File: config.mk
export PLATFORM = sky130hd
export DESIGN_NAME = fnv1a_block_chain_hash_core
export DESIGN_NICKNAME = d
export VERILOG_FILES = /design/src/rtl/fnvbch_pkg.sv /design/src/rtl/fnvbch_mix.sv /design/src/rtl/fnv1a_block_chain_hash_core.sv
export SDC_FILE = /design/constraint.sdc
export NUM_CORES = 1
export LEC_CHECK = 0
export ABC_AREA = 1
export BUFFER_PORTS_ARGS = -buffer_cell sky130_fd_sc_hd__clkbuf_2
export CAP_MARGIN = 10
export CORE_MARGIN = 5
export CORE_UTILIZATION = 65
export CTS_CLUSTER_SIZE = 10
export DETAILED_ROUTE_END_ITERATION = 7
export HOLD_SLACK_MARGIN = 0.12
export PLACE_DENSITY = 0.95
export SYNTH_ARGS = -nofsm -noshare
export SYNTH_HDL_FRONTEND = slang
export SYNTH_SLANG_ARGS = --single-unit
export TNS_END_PERCENT = 1
File: constraint.sdc
create_clock -name clk -period 21.9 [get_ports clk]
set_clock_uncertainty 0.1 [all_clocks]
set_input_delay 5.475 -clock clk [delete_from_list [all_inputs] [get_ports clk]]
set_output_delay 5.475 -clock clk [all_outputs]
set_load 0.02 [all_outputs]
File: src/rtl/fnvbch_pkg.sv
// Package for the FNV-1a block chain hash core.
// Holds the hash constants, the sequencer state type and the byte mix function.
// No dependencies.
package fnvbch_pkg;

  localparam logic [63:0] FNV_BASIS        = 64'hCBF2_9CE4_8422_2325;
  localparam int          PRIME_SHIFT      = 40;
  localparam logic [8:0]  PRIME_LO         = 9'h1B3;
  localparam int          MAX_BLOCK_TOKENS = 256;
  localparam int          CNT_W            = $clog2(MAX_BLOCK_TOKENS + 1);
  localparam logic [CNT_W-1:0] MAX_TOKENS  = CNT_W'(MAX_BLOCK_TOKENS);
  localparam logic [7:0]  BYTE_MASK        = 8'hFF;

  typedef enum logic [2:0] {
    S_IDLE,
    S_PARENT,
    S_LEN,
    S_TOKEN,
    S_DONE
  } seq_state_t;

  // prime = 2^40 + 0x1b3, so the product is a shift plus a narrow constant multiply
  function automatic logic [63:0] fnv_mix(input logic [63:0] h, input logic [7:0] b);
    logic [63:0] x;
    x = h ^ {56'd0, b & BYTE_MASK};
    return (x << PRIME_SHIFT) + (x * {55'd0, PRIME_LO});
  endfunction

endpackage

File: src/rtl/fnvbch_mix.sv
// Shared FNV-1a byte mix unit: XOR one byte into the hash, multiply by the prime.
// Depends on fnvbch_pkg.
module fnvbch_mix (
  input  logic [63:0] h_in,
  input  logic [7:0]  byte_in,
  output logic [63:0] h_out
);
  import fnvbch_pkg::*;

  assign h_out = fnv_mix(h_in, byte_in);

endmodule

File: src/rtl/fnv1a_block_chain_hash_core.sv
// FNV-1a 64-bit block chain hash core: one byte is mixed per clock through a single
// shared mix unit, unless idle or waiting on the output. A token item mixes its four
// bytes; a header item mixes a flag byte, eight parent hash bytes when one is chained in,
// then eight length bytes, and a block with tokens then mixes its first token. in_ready
// is high only while the sequencer is idle. block_hash sits in an output register; if
// still held when the next result finishes, the sequencer waits until it is taken.
// Depends on fnvbch_pkg and fnvbch_mix.
module fnv1a_block_chain_hash_core (
  input  logic               clk,
  input  logic               rst,
  input  logic               in_valid,
  output logic               in_ready,
  input  logic               block_start,
  input  logic               has_parent,
  input  logic [63:0]        parent_digest,
  input  logic [8:0]         block_length,
  input  logic signed [31:0] token_word,
  output logic               out_valid,
  input  logic               out_ready,
  output logic [63:0]        block_hash
);
  import fnvbch_pkg::*;

  seq_state_t       state, state_next;
  logic [2:0]       cnt;
  logic [63:0]      h;
  logic [CNT_W-1:0] tokens_left;
  logic [63:0]      parent_q;
  logic [31:0]      tok_q;

  logic             in_fire, out_free;
  logic [63:0]      mix_h_in, mix_out, len64;
  logic [7:0]       mix_byte;
  logic             h_load, emit_now, emit_held;
  logic [CNT_W-1:0] len_sat;

  assign in_ready = (state == S_IDLE);
  assign in_fire  = in_valid && in_ready;
  assign out_free = !out_valid || out_ready;
  assign len_sat  = (block_length > MAX_TOKENS) ? MAX_TOKENS : block_length;
  assign len64    = {{(64-CNT_W){1'b0}}, tokens_left};

  fnvbch_mix u_mix (
    .h_in    (mix_h_in),
    .byte_in (mix_byte),
    .h_out   (mix_out)
  );

  always_comb begin
    state_next = state;
    case (state)
      S_IDLE: begin
        if (in_fire) begin
          if (block_start) begin
            state_next = has_parent ? S_PARENT : S_LEN;
          end else if (tokens_left != '0) begin
            state_next = S_TOKEN;
          end
        end
      end
      S_PARENT: begin
        if (cnt == 3'd7) state_next = S_LEN;
      end
      S_LEN: begin
        if (cnt == 3'd7) begin
          if (tokens_left != '0) state_next = S_TOKEN;
          else                   state_next = out_free ? S_IDLE : S_DONE;
        end
      end
      S_TOKEN: begin
        if (cnt == 3'd3) begin
          if (tokens_left == CNT_W'(1)) state_next = out_free ? S_IDLE : S_DONE;
          else                          state_next = S_IDLE;
        end
      end
      S_DONE: begin
        if (out_free) state_next = S_IDLE;
      end
      default: state_next = S_IDLE;
    endcase
  end

  always_comb begin
    mix_h_in  = h;
    mix_byte  = '0;
    h_load    = 1'b0;
    emit_now  = 1'b0;
    emit_held = 1'b0;
    case (state)
      S_IDLE: begin
        mix_h_in = block_start ? FNV_BASIS : h;
        mix_byte = block_start ? {7'd0, has_parent} : token_word[7:0];
        h_load   = in_fire && (block_start || tokens_left != '0);
      end
      S_PARENT: begin
        mix_byte = parent_q[{cnt, 3'b000} +: 8];
        h_load   = 1'b1;
      end
      S_LEN: begin
        mix_byte = len64[{cnt, 3'b000} +: 8];
        h_load   = 1'b1;
        emit_now = (cnt == 3'd7) && (tokens_left == '0) && out_free;
      end
      S_TOKEN: begin
        mix_byte = tok_q[{cnt[1:0], 3'b000} +: 8];
        h_load   = 1'b1;
        emit_now = (cnt == 3'd3) && (tokens_left == CNT_W'(1)) && out_free;
      end
      S_DONE: begin
        emit_held = out_free;
      end
      default: begin
        mix_byte = '0;
      end
    endcase
  end

  always_ff @(posedge clk) begin
    if (rst) begin
      state       <= S_IDLE;
      cnt         <= '0;
      h           <= FNV_BASIS;
      tokens_left <= '0;
      out_valid   <= 1'b0;
    end else begin
      state <= state_next;
      if (in_fire) cnt <= block_start ? 3'd0 : 3'd1;
      else if (state != S_IDLE && state != S_DONE) cnt <= cnt + 3'd1;
      if (h_load) h <= mix_out;
      if (in_fire && block_start) tokens_left <= len_sat;
      else if (state == S_TOKEN && cnt == 3'd3) tokens_left <= tokens_left - CNT_W'(1);
      if (emit_now || emit_held) out_valid <= 1'b1;
      else if (out_ready)        out_valid <= 1'b0;
    end
  end

  always_ff @(posedge clk) begin
    if (in_fire) begin
      parent_q <= parent_digest;
      tok_q    <= token_word;
    end
    if (emit_now)       block_hash <= mix_out;
    else if (emit_held) block_hash <= h;
  end

  a_tokens_bound: assert property (@(posedge clk) disable iff (rst)
    tokens_left <= MAX_TOKENS)
    else $error("tokens_left above block limit");

  a_done_holds_output: assert property (@(posedge clk) disable iff (rst)
    state == S_DONE |-> out_valid)
    else $error("waiting to emit with output register empty");

  a_token_needs_count: assert property (@(posedge clk) disable iff (rst)
    state == S_TOKEN |-> tokens_left != '0)
    else $error("token mix with no tokens left");

  a_start_goes_header: assert property (@(posedge clk) disable iff (rst)
    in_fire && block_start |=> state == S_PARENT || state == S_LEN)
    else $error("header transfer did not enter header mix");

  a_token_cnt_range: assert property (@(posedge clk) disable iff (rst)
    state == S_TOKEN |-> cnt <= 3'd3)
    else $error("token byte counter out of range");

endmodule
==> flow_summary.ini <==
[timing]
rsz0062_at_grt = false
setup_viol = 0
timing.fmax_mhz = 81.7
setup_tns_ns = 0
max_slew_margin_pct = 22.4
finalCritPeriodShare_pct = 55.9
drv_slew = 0
worst_pin_slew_ns = 1.16
finalHoldViolations = 0
period_minus_slack_ns = 12.24

[logic_synthesis]
synth_edf_count = 160
synth_area_um2 = 23000
synth.most_common_cell = nand2_1
ys_warn_count = 0
synth_seq_cells = 240
synth_cell_types = 53
synth_area_leaders = edfxtp_1 21%, fa_1 20%, nand2_1 10%
yosysTopAreaCellShare_pct = 20.9
avgSynthCellArea_um2 = 8.19
yosysTopAreaCell = edfxtp_1
synth_commonest_cells = 628 x nand2_1, 550 x inv_1, 232 x fa_1
synth_ff_type = edfxtp_1
ys_seq_area_share_pct = 27.9
synth_cells = 2803
synthArstFlopShare_pct = 0
synth_fp_nets = 3329

[placed_design]
place_area_um2 = 24200
port_buffers = 176
hpwlAfterDp_um = 67400
gp_congestion = 1.07

[worst_hold_path]
hold_class = reg -> reg
hold_depth = 2
min_to = h[49]
min_from = h[49]

[setup_path]
crit_chain = clkbuf_2, nand2_4, inv_1, buf_4, nor2_1, ha_1, fa_1, inv_1, fa_1, inv_1, fa_1, ha_1, ha_1, nand2_1, nor3_1, nand2_1, nand3_1, nand2_1, nand2_1, nand2_1, nand3_1, nand2_1, nand3_1, nand2_1
required_ns = 22.11
critPathMaxStageDelay_ns = 0.78
arrival_ns = 12.45
r2r-start = cnt[0]
worstReg2RegEnd = block_hash[54]
r2r_slack_ns = 13.58
ff2ff_path_depth = 25
crit_fanout = 36
setup.worst_path.class = in -> reg
critPathMostFrequentCell = nand2_1
endpoint_kind = register
startpoint_type = primary input
critPathSlowestCell = nor2_1

[grt]
grtUsageTotal_pct = 42.7
grt_pass1_vias = 21429
antenna_found_initial = 1
grt_overflow_total = 0
grt_max_degree = 98
grt_pass1_wl_um = 126000

[floorplan]
core_area_um2 = 34700
dieWidth_um = 198
dieArea_um2 = 39200
die_y_um = 198
pin_count = 177
start_util_pct = 66.2
rows = 68

[detailed_routing]
viasPerCell = 6.13
wl_per_cell_um = 24.3
drtPass1Iterations = 6
dr_total_vias = 21103
antenna_left = 0
wirelength_um = 83800
post-route-drc-count = 0
drt_iter0_markers = 2626

[clock_tree]
ctsResizeCount = 0
clock-sinks = 240
cts_buffers = 29
cts_tree = built
cts_root_buffer = clkbuf_16
insertion_delay_ns = 0.61
clkTransAtPathRegs_ns = 0.06
post_cts_buffers = 0
cts.htree.levels = 1
ctsHoldBuffers = 0
clockBufferDepth = 3

[layout]
synthToLayoutAreaGrowth_pct = 9.11
num-fill-cells = 2626
final_area_um2 = 25100
fin_nets = 3490
drive_above_1_share_pct = 8.74

[job]
maxCapViolations = 0

[outcome]
status = completed
==> worst max-delay path: cells and delay by family <==
family	cells	cell delay, ns
simple gates	13	3.25
fa+ha+maj	6	2.70
buf+inv	5	0.99
==> cell type report <==
type | instances | area [µm²] | area share [%]
Multi-Input combinational cell | 1943 | 14100 | 56.4
Sequential cell | 240 | 6410 | 25.6
Inverter | 563 | 2120 | 8.47
Timing Repair Buffer | 187 | 963 | 3.84
Clock buffer | 49 | 811 | 3.24
Tap cell | 455 | 569 | 2.27
Clock inverter | 5 | 40.0 | 0.160
Antenna cell | 1 | 2.50 | 0.00999
==> registers in the layout, indices dropped and copies added, names as in the netlist <==
name,cells
cnt,3
out_valid,1
tok_q,32
h,64
state,3
tokens_left,9
block_hash,64
parent_q,64
==> cell families (layout without fill, tap and decap cells) <==
logic type                 after synthesis  after routing  synth area share, %
AOI/OAI and AO/OA                      390            390                 9.43
other                                    0              1                    0
xor gates and xnor gates                61             61                 2.33
adders and majority gates              415            415                 30.2
DFF                                    240            240                 27.9
buffers and inverters                  620            804                 10.6
and+or+nand+nor                       1077           1077                 19.6
==> per-stage QoR <==
step	std cells	utilization (%)	worst slack [ns]	hold slack, ns
2_1_floorplan	2803	-	11.14	0.342
3_3_place_gp	3388	69.7	9.50	0.356
3_5_place_dp	3388	69.7	9.37	0.361
4_1_cts	3442	72.2	9.94	0.375
5_1_grt	3442	72.2	9.58	0.417
6_report	3443	72.2	9.66	0.372
==> layout by cell type, fill, tap and decap left out, types with 3 or more instances in the layout <==
master       n
inv_2        9
nor4_1       5
or2_2        5
nand3_1    159
o21bai_1    22
nor2_4       6
clkbuf_1    19
ha_1       183
nand4_1     24
inv_4        4
clkbuf_16   29
xnor2_1     31
nand2_2      6
inv_1      550
nor2_2       3
a31oi_1      8
o21ai_1     17
a21oi_1    129
nor2_1     210
fa_1       232
xor2_1      30
buf_4       11
o22ai_1      6
clkbuf_2   176
clkinv_2     3
a21o_1      12
o21ai_0    155
dfxtp_1     80
nor3_1      13
o211ai_1    22
o31ai_1      3
o21a_1       4
nand2_4      3
nand3b_1     6
nand2_1    628
and2_1       4
edfxtp_1   160
==> worst max path at each step <==
stage	to	slack [ns]	startpoint	cells past startpoint
4_1_cts	block_hash[54]	9.94	block_start	24
2_1_floorplan	h[46]	11.14	in_valid	9
3_3_place_gp	block_hash[54]	9.50	block_start	24
3_5_place_dp	block_hash[54]	9.37	block_start	24
5_1_grt	block_hash[54]	9.58	block_start	24
6_report	block_hash[54]	9.66	block_start	24
==> routing by layer <==
layer,share of wire (%),up-vias,track usage (%)
li1,-,9220,-
met1,36,9945,53.3
met2,44,1598,66.8
met3,13,338,13.7
met4,6.7,2,22.5
met5,0.0095,-,0
Power is left out: the tool's default activity adds up to more than one toggle a clock period on the data nets, which glitch-free logic cannot reach.
